--- config.mk ---
export PLATFORM = sky130hd
export DESIGN_NAME = bitmap_block_allocator_flat
export DESIGN_NICKNAME = d
export VERILOG_FILES = /design/src/rtl/bba_pkg.sv /design/src/rtl/bba_cmd_if.sv /design/src/rtl/bba_res_if.sv /design/src/rtl/bba_map_mem.sv /design/src/rtl/bba_engine.sv /design/src/rtl/bitmap_block_allocator.sv /design/src/flat_wrapper.sv
export SDC_FILE = /design/constraint.sdc
export NUM_CORES = 1
export LEC_CHECK = 0
export BUFFER_PORTS_ARGS = -buffer_cell sky130_fd_sc_hd__buf_2
export CORE_ASPECT_RATIO = 1.5
export CORE_MARGIN = 2
export CORE_UTILIZATION = 55
export CTS_CLUSTER_SIZE = 10
export DETAILED_ROUTE_END_ITERATION = 7
export GPL_ROUTABILITY_DRIVEN = 0
export GPL_TIMING_DRIVEN = 0
export PLACE_DENSITY = 0.67
export SYNTH_ARGS = -nofsm -noshare
export SYNTH_HDL_FRONTEND = slang
export SYNTH_SLANG_ARGS = --single-unit
--- constraint.sdc ---
create_clock -name clk_i -period 17.25 [get_ports clk_i]
set_input_delay 1.725 -clock clk_i [delete_from_list [all_inputs] [get_ports clk_i]]
set_output_delay 1.725 -clock clk_i [all_outputs]
set_load 0.01 [all_outputs]
--- src/rtl/bba_pkg.sv ---
`timescale 1ns / 1ps

package bba_pkg;

  localparam int unsigned BBA_NUM_BLOCKS = 64;
  localparam int unsigned BBA_MAX_OUT    = 64;
  localparam int unsigned BBA_WORD_W     = 8;
  localparam int unsigned BBA_BIT_W      = $clog2(BBA_WORD_W);

  typedef enum logic [1:0] {
    CMD_ALLOC_CONTIG  = 2'd0,
    CMD_ALLOC_SCATTER = 2'd1,
    CMD_FREE_RANGE    = 2'd2,
    CMD_QUERY         = 2'd3
  } bba_cmd_e;

  typedef enum logic [1:0] {
    STAT_OK     = 2'd0,
    STAT_FULL   = 2'd1,
    STAT_BADARG = 2'd2
  } bba_status_e;

  typedef enum logic [3:0] {
    S_IDLE,
    S_FIND_RD,
    S_FIND,
    S_RNG_RD,
    S_RNG,
    S_SC_RD,
    S_SC_LD,
    S_SC_PICK,
    S_STAT_RD,
    S_STAT,
    S_RESP,
    S_EMIT_RD,
    S_EMIT
  } bba_state_e;

endpackage

--- src/rtl/bba_cmd_if.sv ---
`timescale 1ns / 1ps

interface bba_cmd_if;
  logic       valid;
  logic       ready;
  logic [1:0] cmd;
  logic [5:0] start_block;
  logic [6:0] block_count;

  modport source (output valid, cmd, start_block, block_count, input ready);
  modport sink   (input valid, cmd, start_block, block_count, output ready);
endinterface

--- src/rtl/bba_res_if.sv ---
`timescale 1ns / 1ps

interface bba_res_if;
  logic       valid;
  logic       ready;
  logic [1:0] status;
  logic [5:0] block_index;
  logic       last;
  logic [6:0] free_count;
  logic [6:0] largest_run;

  modport source (output valid, status, block_index, last, free_count, largest_run,
                  input ready);
  modport sink   (input valid, status, block_index, last, free_count, largest_run,
                  output ready);
endinterface

--- src/rtl/bba_map_mem.sv ---
`timescale 1ns / 1ps

module bba_map_mem #(
  parameter  int unsigned NUM_WORDS = 8,
  localparam int unsigned AW        = (NUM_WORDS > 1) ? $clog2(NUM_WORDS) : 1
) (
  input  logic                               clk_i,
  input  logic                               rst_ni,
  input  logic                               we_i,
  input  logic [AW-1:0]                      waddr_i,
  input  logic [bba_pkg::BBA_WORD_W-1:0]     wdata_i,
  input  logic [AW-1:0]                      raddr_i,
  output logic [bba_pkg::BBA_WORD_W-1:0]     rdata_o
);
  import bba_pkg::*;

  logic [BBA_WORD_W-1:0] mem_q [NUM_WORDS];
  logic [NUM_WORDS-1:0]  valid_q;

  // a word never written reads as all free
  always_ff @(posedge clk_i or negedge rst_ni) begin
    if (!rst_ni) begin
      valid_q <= '0;
    end else if (we_i) begin
      valid_q[waddr_i] <= 1'b1;
    end
  end

  always_ff @(posedge clk_i) begin
    if (we_i) begin
      mem_q[waddr_i] <= wdata_i;
    end
    rdata_o <= valid_q[raddr_i] ? mem_q[raddr_i] : '1;
  end

endmodule

--- src/rtl/bba_engine.sv ---
`timescale 1ns / 1ps

module bba_engine #(
  parameter  int unsigned NUM_BLOCKS = bba_pkg::BBA_NUM_BLOCKS,
  localparam int unsigned NUM_WORDS  =
    (NUM_BLOCKS + bba_pkg::BBA_WORD_W - 1) / bba_pkg::BBA_WORD_W,
  localparam int unsigned AW         = (NUM_WORDS > 1) ? $clog2(NUM_WORDS) : 1
) (
  input  logic                           clk_i,
  input  logic                           rst_ni,
  bba_cmd_if.sink                        cmd_i,
  bba_res_if.source                      res_o,
  output logic                           mem_we_o,
  output logic [AW-1:0]                  mem_waddr_o,
  output logic [bba_pkg::BBA_WORD_W-1:0] mem_wdata_o,
  output logic [AW-1:0]                  mem_raddr_o,
  input  logic [bba_pkg::BBA_WORD_W-1:0] mem_rdata_i
);
  import bba_pkg::*;

  localparam int unsigned IW         = AW + BBA_BIT_W;
  localparam int unsigned IXW        = IW + 1;
  localparam int unsigned CNT_W      = $clog2(NUM_BLOCKS + 1);
  localparam int unsigned XW         = ((CNT_W > 7) ? CNT_W : 7) + 1;
  localparam int unsigned PICK_DEPTH = (NUM_BLOCKS < BBA_MAX_OUT) ? NUM_BLOCKS : BBA_MAX_OUT;
  localparam int unsigned PK_W       = $clog2(PICK_DEPTH);
  localparam logic [AW-1:0] LAST_WORD = AW'(NUM_WORDS - 1);

  bba_state_e state_q, state_d;

  logic [AW-1:0]         w_q, w_d;
  logic [CNT_W-1:0]      cnt_q, cnt_d;
  logic [IW-1:0]         lo_q, lo_d;
  logic [IW-1:0]         hi_q, hi_d;
  logic                  set_q, set_d;
  logic                  scat_q, scat_d;
  logic [CNT_W-1:0]      racc_q, racc_d;
  logic [CNT_W-1:0]      best_q, best_d;
  logic [CNT_W-1:0]      facc_q, facc_d;
  logic [CNT_W-1:0]      free_q, free_d;
  logic [CNT_W-1:0]      run_q, run_d;
  logic [PK_W:0]         k_q, k_d;
  logic [BBA_WORD_W-1:0] cur_q, cur_d;
  bba_status_e           status_q, status_d;
  logic [5:0]            idx_q, idx_d;

  logic                  out_valid_q;
  logic [1:0]            out_status_q;
  logic [5:0]            out_idx_q;
  logic                  out_last_q;
  logic [6:0]            out_free_q;
  logic [6:0]            out_run_q;
  logic                  out_load;
  bba_status_e           out_status;
  logic [5:0]            out_idx;
  logic                  out_last;
  logic                  slot_free;

  logic [5:0]            pick_mem_q [PICK_DEPTH];
  logic [5:0]            pick_rdata_q;
  logic                  pick_we;
  logic [PK_W:0]         pick_raddr;

  // command decode
  bba_cmd_e              cmd_e;
  logic [XW-1:0]         cnt_x, start_x, free_hi_x;
  logic                  bad_arg;
  logic [IW-1:0]         start_iw;

  logic [AW-1:0]         next_w;
  logic [BBA_WORD_W-1:0] real_mask, word_m, rng_mask;
  logic                  find_hit;
  logic [IW-1:0]         find_first;
  logic [CNT_W-1:0]      find_run;
  logic [CNT_W-1:0]      stat_run, stat_best, stat_free;
  logic [BBA_BIT_W-1:0]  low_bit;
  logic [CNT_W-1:0]      k_cnt;

  assign cmd_e     = bba_cmd_e'(cmd_i.cmd);
  assign cnt_x     = XW'(cmd_i.block_count);
  assign start_x   = XW'(cmd_i.start_block);
  assign free_hi_x = start_x + cnt_x - XW'(1);
  assign start_iw  = IW'(cmd_i.start_block);
  assign bad_arg   = (cnt_x == '0) || (cnt_x > XW'(NUM_BLOCKS)) ||
                     ((cmd_e == CMD_ALLOC_SCATTER) && (cnt_x > XW'(BBA_MAX_OUT))) ||
                     ((cmd_e == CMD_FREE_RANGE) && (start_x + cnt_x > XW'(NUM_BLOCKS)));

  assign next_w    = (w_q == LAST_WORD) ? w_q : w_q + AW'(1);
  assign word_m    = mem_rdata_i & real_mask;
  assign k_cnt     = CNT_W'(k_q);
  assign slot_free = !out_valid_q || res_o.ready;

  // blocks past the end of the map count as taken
  always_comb begin
    for (int b = 0; b < BBA_WORD_W; b++) begin
      real_mask[b] = IXW'({w_q, BBA_BIT_W'(b)}) < IXW'(NUM_BLOCKS);
      rng_mask[b]  = ({w_q, BBA_BIT_W'(b)} >= lo_q) && ({w_q, BBA_BIT_W'(b)} <= hi_q);
    end
  end

  // first-fit run search across one word, run length carried between words
  always_comb begin
    logic [CNT_W-1:0] run;
    run        = racc_q;
    find_hit   = 1'b0;
    find_first = '0;
    for (int b = 0; b < BBA_WORD_W; b++) begin
      if (word_m[b]) begin
        run = run + CNT_W'(1);
        if (!find_hit && run == cnt_q) begin
          find_hit   = 1'b1;
          find_first = {w_q, BBA_BIT_W'(b)} + IW'(1) - IW'(cnt_q);
        end
      end else begin
        run = '0;
      end
    end
    find_run = run;
  end

  // free count and longest run, one word per cycle
  always_comb begin
    logic [CNT_W-1:0] cur;
    logic [CNT_W-1:0] best;
    logic [CNT_W-1:0] pop;
    cur  = racc_q;
    best = best_q;
    pop  = '0;
    for (int b = 0; b < BBA_WORD_W; b++) begin
      if (word_m[b]) begin
        cur = cur + CNT_W'(1);
        pop = pop + CNT_W'(1);
        if (cur > best) begin
          best = cur;
        end
      end else begin
        cur = '0;
      end
    end
    stat_run  = cur;
    stat_best = best;
    stat_free = facc_q + pop;
  end

  always_comb begin
    low_bit = '0;
    for (int b = BBA_WORD_W - 1; b >= 0; b--) begin
      if (cur_q[b]) begin
        low_bit = BBA_BIT_W'(b);
      end
    end
  end

  always_comb begin
    state_d     = state_q;
    w_d         = w_q;
    cnt_d       = cnt_q;
    lo_d        = lo_q;
    hi_d        = hi_q;
    set_d       = set_q;
    scat_d      = scat_q;
    racc_d      = racc_q;
    best_d      = best_q;
    facc_d      = facc_q;
    free_d      = free_q;
    run_d       = run_q;
    k_d         = k_q;
    cur_d       = cur_q;
    status_d    = status_q;
    idx_d       = idx_q;
    mem_we_o    = 1'b0;
    mem_waddr_o = w_q;
    mem_wdata_o = mem_rdata_i;
    mem_raddr_o = w_q;
    pick_we     = 1'b0;
    pick_raddr  = k_q;
    out_load    = 1'b0;
    out_status  = status_q;
    out_idx     = idx_q;
    out_last    = 1'b1;
    cmd_i.ready = 1'b0;

    unique case (state_q)
      S_IDLE: begin
        cmd_i.ready = 1'b1;
        if (cmd_i.valid) begin
          idx_d    = '0;
          scat_d   = (cmd_e == CMD_ALLOC_SCATTER);
          w_d      = '0;
          racc_d   = '0;
          k_d      = '0;
          cnt_d    = CNT_W'(cmd_i.block_count);
          status_d = STAT_OK;
          state_d  = S_RESP;
          if (cmd_e != CMD_QUERY) begin
            if (bad_arg) begin
              status_d = STAT_BADARG;
            end else begin
              unique case (cmd_e)
                CMD_ALLOC_CONTIG: begin
                  if (cnt_x > XW'(run_q)) begin
                    status_d = STAT_FULL;
                  end else begin
                    state_d = S_FIND_RD;
                  end
                end
                CMD_ALLOC_SCATTER: begin
                  if (cnt_x > XW'(free_q)) begin
                    status_d = STAT_FULL;
                  end else begin
                    state_d = S_SC_RD;
                  end
                end
                CMD_FREE_RANGE: begin
                  lo_d    = start_iw;
                  hi_d    = IW'(free_hi_x);
                  set_d   = 1'b1;
                  w_d     = start_iw[IW-1:BBA_BIT_W];
                  state_d = S_RNG_RD;
                end
                CMD_QUERY: begin
                end
              endcase
            end
          end
        end
      end
      S_FIND_RD: begin
        state_d = S_FIND;
      end
      S_FIND: begin
        mem_raddr_o = next_w;
        if (find_hit) begin
          lo_d    = find_first;
          hi_d    = find_first + IW'(cnt_q) - IW'(1);
          set_d   = 1'b0;
          idx_d   = 6'(find_first);
          w_d     = find_first[IW-1:BBA_BIT_W];
          state_d = S_RNG_RD;
        end else begin
          racc_d = find_run;
          w_d    = next_w;
        end
      end
      S_RNG_RD: begin
        state_d = S_RNG;
      end
      S_RNG: begin
        mem_we_o    = 1'b1;
        mem_wdata_o = set_q ? (mem_rdata_i | rng_mask) : (mem_rdata_i & ~rng_mask);
        if (w_q == hi_q[IW-1:BBA_BIT_W]) begin
          w_d     = '0;
          state_d = S_STAT_RD;
        end else begin
          w_d         = next_w;
          mem_raddr_o = next_w;
        end
      end
      S_SC_RD: begin
        state_d = S_SC_LD;
      end
      S_SC_LD: begin
        cur_d   = word_m;
        state_d = S_SC_PICK;
      end
      S_SC_PICK: begin
        // one claimed block per cycle, word written back once drained or once enough blocks are claimed
        if (k_cnt != cnt_q && cur_q != '0) begin
          pick_we = 1'b1;
          cur_d   = cur_q & ~(BBA_WORD_W'(1) << low_bit);
          k_d     = k_q + (PK_W + 1)'(1);
        end else begin
          mem_we_o    = 1'b1;
          mem_wdata_o = cur_q;
          if (k_cnt == cnt_q) begin
            w_d     = '0;
            k_d     = '0;
            state_d = S_STAT_RD;
          end else begin
            w_d         = next_w;
            mem_raddr_o = next_w;
            state_d     = S_SC_LD;
          end
        end
      end
      S_STAT_RD: begin
        racc_d  = '0;
        best_d  = '0;
        facc_d  = '0;
        state_d = S_STAT;
      end
      S_STAT: begin
        mem_raddr_o = next_w;
        if (w_q == LAST_WORD) begin
          free_d  = stat_free;
          run_d   = stat_best;
          state_d = scat_q ? S_EMIT_RD : S_RESP;
        end else begin
          racc_d = stat_run;
          best_d = stat_best;
          facc_d = stat_free;
          w_d    = next_w;
        end
      end
      S_RESP: begin
        if (slot_free) begin
          out_load = 1'b1;
          state_d  = S_IDLE;
        end
      end
      S_EMIT_RD: begin
        state_d = S_EMIT;
      end
      S_EMIT: begin
        if (slot_free) begin
          out_load   = 1'b1;
          out_status = STAT_OK;
          out_idx    = pick_rdata_q;
          out_last   = (k_cnt + CNT_W'(1) == cnt_q);
          k_d        = k_q + (PK_W + 1)'(1);
          pick_raddr = k_q + (PK_W + 1)'(1);
          if (out_last) begin
            state_d = S_IDLE;
          end
        end
      end
      default: begin
        state_d = S_IDLE;
      end
    endcase
  end

  always_ff @(posedge clk_i or negedge rst_ni) begin
    if (!rst_ni) begin
      state_q     <= S_IDLE;
      w_q         <= '0;
      cnt_q       <= '0;
      lo_q        <= '0;
      hi_q        <= '0;
      set_q       <= 1'b0;
      scat_q      <= 1'b0;
      racc_q      <= '0;
      best_q      <= '0;
      facc_q      <= '0;
      free_q      <= CNT_W'(NUM_BLOCKS);
      run_q       <= CNT_W'(NUM_BLOCKS);
      k_q         <= '0;
      status_q    <= STAT_OK;
      out_valid_q <= 1'b0;
    end else begin
      state_q  <= state_d;
      w_q      <= w_d;
      cnt_q    <= cnt_d;
      lo_q     <= lo_d;
      hi_q     <= hi_d;
      set_q    <= set_d;
      scat_q   <= scat_d;
      racc_q   <= racc_d;
      best_q   <= best_d;
      facc_q   <= facc_d;
      free_q   <= free_d;
      run_q    <= run_d;
      k_q      <= k_d;
      status_q <= status_d;
      if (out_load) begin
        out_valid_q <= 1'b1;
      end else if (res_o.ready) begin
        out_valid_q <= 1'b0;
      end
    end
  end

  always_ff @(posedge clk_i) begin
    cur_q <= cur_d;
    idx_q <= idx_d;
    if (out_load) begin
      out_status_q <= out_status;
      out_idx_q    <= out_idx;
      out_last_q   <= out_last;
      out_free_q   <= 7'(free_q);
      out_run_q    <= 7'(run_q);
    end
  end

  // claimed block list of a scattered allocation
  always_ff @(posedge clk_i) begin
    if (pick_we) begin
      pick_mem_q[k_q[PK_W-1:0]] <= 6'({w_q, low_bit});
    end
    pick_rdata_q <= pick_mem_q[pick_raddr[PK_W-1:0]];
  end

  assign res_o.valid       = out_valid_q;
  assign res_o.status      = out_status_q;
  assign res_o.block_index = out_idx_q;
  assign res_o.last        = out_last_q;
  assign res_o.free_count  = out_free_q;
  assign res_o.largest_run = out_run_q;

endmodule

--- src/rtl/bitmap_block_allocator.sv ---
`timescale 1ns / 1ps
// First-fit bitmap block allocator.
// cmd_i takes one transaction per command (allocate contiguous, allocate
// scattered, free range, query); res_o returns the results with status, block
// index, last flag, free count and longest free run as they stand after it.
// The free map sits in a one-port-read, one-port-write memory of 8-block words;
// search, range and statistics passes walk it one word per cycle (ceil(NUM_BLOCKS / 8) words).
// Steps from accept to result valid:
//   query or rejected command: straight to the result
//   free range: set the range word by word, then the statistics pass, then the result
//   contiguous: scan to the first fitting run, clear it word by word, then statistics
//   scattered: per word, load it and claim its free blocks one by one until
//              enough are claimed, then the statistics pass; the results
//              then stream out one per cycle while res_o takes them.
// A new command is taken only after the last result of the previous one has
// been written to the output register, so one finished result may still wait
// at res_o while the next command is accepted.
// Reset marks every block free (the memory reads as free until first written)
// and clears the output valid flag; no clearing pass is needed.
// A stalled res_o holds the result; the block waits only when it has a new result to load.

module bitmap_block_allocator #(
  parameter int unsigned NUM_BLOCKS = bba_pkg::BBA_NUM_BLOCKS
) (
  input  logic      clk_i,
  input  logic      rst_ni,
  bba_cmd_if.sink   cmd_i,
  bba_res_if.source res_o
);
  import bba_pkg::*;

  localparam int unsigned NUM_WORDS = (NUM_BLOCKS + BBA_WORD_W - 1) / BBA_WORD_W;
  localparam int unsigned AW        = (NUM_WORDS > 1) ? $clog2(NUM_WORDS) : 1;

  logic                  mem_we;
  logic [AW-1:0]         mem_waddr;
  logic [BBA_WORD_W-1:0] mem_wdata;
  logic [AW-1:0]         mem_raddr;
  logic [BBA_WORD_W-1:0] mem_rdata;

  bba_map_mem #(
    .NUM_WORDS (NUM_WORDS)
  ) u_map_mem (
    .clk_i   (clk_i),
    .rst_ni  (rst_ni),
    .we_i    (mem_we),
    .waddr_i (mem_waddr),
    .wdata_i (mem_wdata),
    .raddr_i (mem_raddr),
    .rdata_o (mem_rdata)
  );

  bba_engine #(
    .NUM_BLOCKS (NUM_BLOCKS)
  ) u_engine (
    .clk_i       (clk_i),
    .rst_ni      (rst_ni),
    .cmd_i       (cmd_i),
    .res_o       (res_o),
    .mem_we_o    (mem_we),
    .mem_waddr_o (mem_waddr),
    .mem_wdata_o (mem_wdata),
    .mem_raddr_o (mem_raddr),
    .mem_rdata_i (mem_rdata)
  );

endmodule
--- src/flat_wrapper.sv ---
// flat-port wrapper written by rule: the top's interface ports become plain ports
module bitmap_block_allocator_flat import bba_pkg::*;
#(
  parameter int unsigned NUM_BLOCKS = bba_pkg::BBA_NUM_BLOCKS
)
  (clk_i, rst_ni, cmd_i_valid, cmd_i_cmd, cmd_i_start_block, cmd_i_block_count, cmd_i_ready, res_o_valid, res_o_status, res_o_block_index, res_o_last, res_o_free_count, res_o_largest_run, res_o_ready);
  bba_cmd_if cmd_i_i ();
  bba_res_if res_o_i ();
  input  logic clk_i;
  input  logic rst_ni;
  input wire logic [$bits(cmd_i_i.valid)-1:0] cmd_i_valid;
  input wire logic [$bits(cmd_i_i.cmd)-1:0] cmd_i_cmd;
  input wire logic [$bits(cmd_i_i.start_block)-1:0] cmd_i_start_block;
  input wire logic [$bits(cmd_i_i.block_count)-1:0] cmd_i_block_count;
  output wire logic [$bits(cmd_i_i.ready)-1:0] cmd_i_ready;
  output wire logic [$bits(res_o_i.valid)-1:0] res_o_valid;
  output wire logic [$bits(res_o_i.status)-1:0] res_o_status;
  output wire logic [$bits(res_o_i.block_index)-1:0] res_o_block_index;
  output wire logic [$bits(res_o_i.last)-1:0] res_o_last;
  output wire logic [$bits(res_o_i.free_count)-1:0] res_o_free_count;
  output wire logic [$bits(res_o_i.largest_run)-1:0] res_o_largest_run;
  input wire logic [$bits(res_o_i.ready)-1:0] res_o_ready;
  assign cmd_i_i.valid = cmd_i_valid;
  assign cmd_i_i.cmd = cmd_i_cmd;
  assign cmd_i_i.start_block = cmd_i_start_block;
  assign cmd_i_i.block_count = cmd_i_block_count;
  assign cmd_i_ready = cmd_i_i.ready;
  assign res_o_valid = res_o_i.valid;
  assign res_o_status = res_o_i.status;
  assign res_o_block_index = res_o_i.block_index;
  assign res_o_last = res_o_i.last;
  assign res_o_free_count = res_o_i.free_count;
  assign res_o_largest_run = res_o_i.largest_run;
  assign res_o_i.ready = res_o_ready;
  bitmap_block_allocator #(.NUM_BLOCKS(NUM_BLOCKS)) u_core (.clk_i(clk_i), .rst_ni(rst_ni), .cmd_i(cmd_i_i), .res_o(res_o_i));
endmodule
# Yosys cells after proc, flatten, opt, wreduce, memory -nomap -nowiden
# Memory sizes are Yosys's and may differ from the RTL's. A register that Yosys moved wholly into a read port is not among the register bits.
# Index checks and enable logic that the tools add are counted.
# op_classes
add_sub_neg	38
n_lt_le_gt_ge	31
n_eq_ne	43
shifts	1
muxes	167
bitwise	6
n_reduce_logical	56
# op_table
cell	n
two-way mux 7 bit	39
two-way mux 6 bit	30
adder 7 x 1 -> 7 bit, second input constant	16
== test 7 bit	10
greater-than comparator 7 bit	10
two-way mux 3 bit	21
two-way mux 4 bit	13
one-hot mux 4 bit (13 select lines)	1
adder 6 x 1 -> 6 bit, second input constant	8
greater-or-equal comparator 6 bit	8
less-or-equal comparator 6 bit	8
subtractor 6 bit	8
two-way mux 1 bit	39
one-hot mux 6 bit (2 select lines)	3
one-hot mux 8 bit (2 select lines)	2
!= test 2 bit, second input constant	15
one-hot mux 7 bit (2 select lines)	2
one-hot mux 7 bit (4 select lines)	1
two-way mux 8 bit	3
one-hot mux 7 bit (3 select lines)	1
== test 4 bit, second input constant	5
logical AND 1 bit	19
AND 8 bit	2
== test 4 x 3 -> 1 bit, second input constant	4
43 further kinds	74
# word_totals
regBits	118
ram_bits	448
inputBits	19
out_inout_bits	25
wordCells	367
memories	2
# memory_table
memory	words	width	read_ports	rd_clocked_by_memory_dff	write_ports	line	text
u_core.u_engine.pick_mem_q	64	6	1	1	1	bba_engine.sv:59	logic [5:0] pick_mem_q [PICK_DEPTH];
u_core.u_map_mem.mem_q	8	8	1	1	1	bba_map_mem.sv:17	logic [BBA_WORD_W-1:0] mem_q [NUM_WORDS];

# Logic depth before layout (Yosys ltp)
# depth
ltp_word	36
depth_mapped	83
depth_no_buf	80

# By module
# A second synthesis with hierarchy kept.
# hier_totals
cells_unflattened	2356
area_unflattened_um2	31158.6
# by_module_without_submodules
module	instances	cells_per_inst	area_per_inst_um2	seq_area_each_um2
bba_engine	1	2215	28174.5	14591.5
bba_map_mem	1	141	2984.1	2282.2

# Worst setup path after synthesis
# OpenSTA, ideal clock, no wires.
# synth_path
path_type	reg2reg
start	reg u_core.u_engine.racc_q[1]
end	reg u_core.u_engine.run_q[5]
setup_time_ns	0.083
arrival_time_ns	14.016
required_time_ns	17.167
setup_slack_ns	3.151
stages_incl_launch_ff	76
path_buffers	5
period_less_slack_ns	14.099
cell_sequence	dfrtp_1 ha_1 buf_6 xnor2_4 inv_4 ha_1 o21a_1 o21a_1 o21a_1 o21a_1 o21a_1 o211ai_1 mux2i_1 ha_1 nor2b_1 o21a_1 o21ai_0 nand2_1 (+40 left out) nor2b_1 o21a_1 o21ai_0 nand2_1 o21ai_0 a41o_1 clkbuf_1 mux2i_1 ha_1 nor2b_1 o21a_1 o21ai_0 nand2_1 o21ai_0 a41o_1 clkbuf_1 mux2_2 o21ai_0
# synth_between
elab_chain_cells	25
word_cells_on_any_way	39
cone_classes	8 x add/sub; 8 x order compare; 23 x mux
# synth_rtl
element	line	text
from (decl)	bba_engine.sv:37	logic [CNT_W-1:0] racc_q, racc_d;
from (signal assigned)	bba_engine.sv:358	racc_q <= racc_d;
adder 7 x 1 -> 7 bit (*)	bba_engine.sv:131	cur = cur + CNT_W'(1);
greater-than comparator 7 bit	bba_engine.sv:133	if (cur > best) begin
two-way mux 7 bit	bba_engine.sv:133	
two-way mux 7 bit	bba_engine.sv:130	if (word_m[b]) begin
greater-than comparator 7 bit	bba_engine.sv:133	
two-way mux 7 bit	bba_engine.sv:133	
two-way mux 7 bit	bba_engine.sv:130	
greater-than comparator 7 bit	bba_engine.sv:133	
(+9 left out)	--	
two-way mux 7 bit	bba_engine.sv:133	
two-way mux 7 bit	bba_engine.sv:130	
greater-than comparator 7 bit	bba_engine.sv:133	
two-way mux 7 bit	bba_engine.sv:133	
two-way mux 7 bit	bba_engine.sv:130	
greater-than comparator 7 bit	bba_engine.sv:133	
two-way mux 7 bit	bba_engine.sv:133	
two-way mux 7 bit (*)	bba_engine.sv:130	
to (signal assigned)	bba_engine.sv:346	run_q <= CNT_W'(NUM_BLOCKS);
to (signal assigned)	bba_engine.sv:362	run_q <= run_d;
to (decl)	bba_engine.sv:41	logic [CNT_W-1:0] run_q, run_d;
# Mark *: on every way between the ends. The rest lies on a longest branch, timed or not.
# A chain may end at the register's enable or synchronous reset.

# Worst setup path after layout
# layout_path
start	reg u_core.u_map_mem.rdata_o[0] (netlist bit), read port of u_core.u_map_mem.mem_q
end	reg u_core.u_engine.run_q[4]
# layout_between
elab_chain_cells	23
word_cells_on_any_way	36
cone_classes	7 x add/sub; 7 x order compare; 22 x mux
# layout_rtl
element	line	text
from (decl)	bba_map_mem.sv:13	output logic [bba_pkg::BBA_WORD_W-1:0] rdata_o
two-way mux 7 bit	bba_engine.sv:130	
adder 7 x 1 -> 7 bit	bba_engine.sv:131	
greater-than comparator 7 bit	bba_engine.sv:133	
two-way mux 7 bit	bba_engine.sv:133	
two-way mux 7 bit	bba_engine.sv:130	
greater-than comparator 7 bit	bba_engine.sv:133	
two-way mux 7 bit	bba_engine.sv:133	
two-way mux 7 bit	bba_engine.sv:130	
(+7 left out)	--	
two-way mux 7 bit	bba_engine.sv:133	
two-way mux 7 bit	bba_engine.sv:130	
greater-than comparator 7 bit	bba_engine.sv:133	
two-way mux 7 bit	bba_engine.sv:133	
two-way mux 7 bit	bba_engine.sv:130	
greater-than comparator 7 bit	bba_engine.sv:133	
two-way mux 7 bit	bba_engine.sv:133	
two-way mux 7 bit (*)	bba_engine.sv:130	
# Marked as above.

==> results.toml <==
[run_status]
status = "complete, no violations"

[final_layout]
drive_above_1_share_pct = 15.7
design_area_um2 = 34500
fillCellCount = 4262
nets = 2668
area_delta_synth_final_pct = 10.7

[placement]
port_buffers = 43
placed_cell_area_um2 = 32500
dp_hpwl_mm = 64.5
place_ws_ns = -0.598

[sta]
maxSlewViolCount = 0
slew_headroom_pct = 11.1
final.setup.worst_slack_ns = 0.890
setup_tns_ns = 0
fin_worst_skew_ns = 0.0254
max_freq_mhz = 61.1
setup_viol = 0
hold_ws_ns = 0.454
rsz0062_at_grt = "no"
finalHoldViolations = 0
period_minus_slack_ns = 16.36
fin_crit_sh_pct = 94.8
tightest_slew_ns = 1.33

[hold_path]
min_path_cells = 0
holdCritStartpoint = "u_core.u_engine.free_q[4]"
min_path_type = "flip-flop to flip-flop"
hold_end = "u_core.u_engine.res_o.free_count[4]"

[setup_path]
crit_top_cell = "o21ai_0"
critPathKind = "flip-flop to flip-flop"
crit_cells = 71
crit_family = "compound AO/OA/AOI/OAI gates"
startpoint_type = "flip-flop"
r2r-start = "u_core.u_map_mem.rdata_o[0]"
r2r_setup_slack_ns = 0.89
crit_path_max_incr_delay_ns = 0.71
reg2reg_to = "u_core.u_engine.run_q[4]"
cp_max_fo = 10
path_buf_inv = 10
r2r.worst_path.cells = 71
cpMaxStageDelayCell = "o21ai_0"
worstPathArrival_ns = 16.86
cp.required_ns = 17.75
worstSetupEndpointType = "flip-flop"

[route]
vias_per_cell = 6.37
vias = 21000
wl_per_cell_um = 26.3
finalWirelength_mm = 86.6
first_pass_iters = 5
drc = 0
ant_nets = 0
drt_iter0_markers = 1609

[global_routing]
grtUsageMet3_pct = 4.49
track_usage_pct = 30.4
busiest_layer = "met2"
overflow = 0
grtUsageMet1_pct = 31.4
antenna_found_initial = 4
grt_util_met2_pct = 55.2
grt_max_degree = 68
first_global_vias = 21700
grt_pass1_wl_mm = 131

[synth]
syn_area_per_cell_um2 = 13.0
syn-cell-area_um2 = 31100
synth_edf_count = 485
ys_async_sr_fraction_pct = 14.0
yosys.cell_count.top_type = "edfxtp_1"
synth_warnings = 0
synth_top_area_cell = "edfxtp_1"
ys_seq_elements = 580
synth_cells = 2387
syn_nets = 2542
synth_top_flop_cell = "edfxtp_1"
seq_area_frac_synth_pct = 54.2
netlist_top_cells_count = "edfxtp_1 (485), nand2_1 (173), nor2_1 (155)"
ys_types = 107
synthTopCellsByArea = "edfxtp_1 (47%), mux4_2 (10%), dfrtp_1 (6.4%), ha_1 (5.3%), xnor2_1 (2.5%)"
yosys.area.top_type_share_pct = 46.8

[die]
io_pins = 44
core-area_um2 = 55800
initial_core_util_pct = 55.7
dieHeight_um = 295
die_x_um = 198
rows = 106
fp.dieArea_um2 = 58500

[cts]
hold_buffers = 0
clock_latency_ns = 0.58
cts_buffer_depth = 3
path_clk_slew_ns = 0.06
numCtsBuffers = 68
cts.sinks = 580
clockRootBuffer = "clkbuf_16"
cts_tree = "yes"
htreeDepth = 3

[flow_run]
maxCapViolCount = 0
[what timing repair did]
action / in CTS / in global routing
buffers inserted: 2 / 2
setup endpoints to repair: 12 / 14
gates resized for setup: 4 / 11
pin swaps: 0 / 0
[metrics by stage]
| step | utilization, % | std cells |
|---|---|---|
| 2_1_floorplan | - | 2387 |
| 4_1_cts | 61.6 | 3298 |
| 6_report | 61.7 | 3300 |
| 3_5_place_dp | 58.2 | 3196 |
| 5_1_grt | 61.7 | 3299 |
| 3_3_place_gp | 57.8 | 3186 |
[registers in the layout, summed over array words and instances, names as in the netlist, 8 cells and up]
register	cells
u_core.u_engine.pick_mem_q	384
u_core.u_map_mem.rdata_o	8
u_core.u_map_mem.mem_q	64
u_core.u_map_mem.valid_q	8
u_core.u_engine.cur_q	8
[cells by family after synthesis]
logic type | synth area share [%]
AO/OA/AOI/OAI | 9.39
multiplexers | 13.0
XOR/XNOR | 4.15
other | 0.0121
flip-flops | 54.2
AND/OR/NAND/NOR | 10.8
buffers and inverters | 2.84
adder cells (fa/ha/maj) | 5.56
[worst register-to-register path, delay by kind of cell, from the launching register on]
family	cells	cell delay, ns
and+or+nand+nor	19	3.15
DFF	1	0.48
muxes	2	0.74
buffers and inverters	10	2.49
AOI/OAI and AO/OA	32	7.02
adders and majority gates	8	2.38
[per-layer routing]
| layer | wire [µm] | up-vias |
|---|---|---|
| met5 | 30 | - |
| met4 | 7470 | 6 |
| met3 | 4770 | 324 |
| met2 | 45600 | 851 |
| met1 | 28800 | 10500 |
| li1 | - | 9381 |
[cell type report]
type	count	area (µm²)	share of cell area (%)
flip-flops and latches	580	16900	49.0
multi-input cells	1577	13500	39.1
clock buffers	93	1800	5.21
well taps	756	946	2.74
inverters	132	498	1.45
repair buffers	57	423	1.23
plain buffers	97	385	1.12
clock inverters	7	75.1	0.218
diodes	1	2.50	0.00726
[layout by cell type, fill, tap and decap left out, drive strengths merged, types with 19 or more instances in the layout]
cell type	instances
a21oi	85
and2	20
buf	79
clkbuf	168
dfrtp	79
edfxtp	485
ha	132
inv	132
mux2	42
mux2i	34
mux4	144
nand2	173
nand2b	19
nand3	49
nand4	27
nor2	157
nor2b	42
nor3	56
nor4	19
o21a	27
o21ai	124
o31ai	19
xnor2	92
xor2	31
[how the worst max path moves through the flow]
stage / endpoint / start
4_1_cts: u_core.u_engine.run_q[4] / u_core.u_engine.racc_q[1]
3_5_place_dp: u_core.u_engine.run_q[4] / u_core.u_engine.racc_q[1]
5_1_grt: u_core.u_engine.run_q[4] / u_core.u_engine.racc_q[1]
2_1_floorplan: u_core.u_engine.run_q[5] / u_core.u_engine.racc_q[1]
3_3_place_gp: u_core.u_engine.run_q[4] / u_core.u_map_mem.rdata_o[0]
6_report: u_core.u_engine.run_q[4] / u_core.u_map_mem.rdata_o[0]
Power is left out: the tool's default activity adds up to more than one toggle a clock period on the data nets, which glitch-free logic cannot reach.
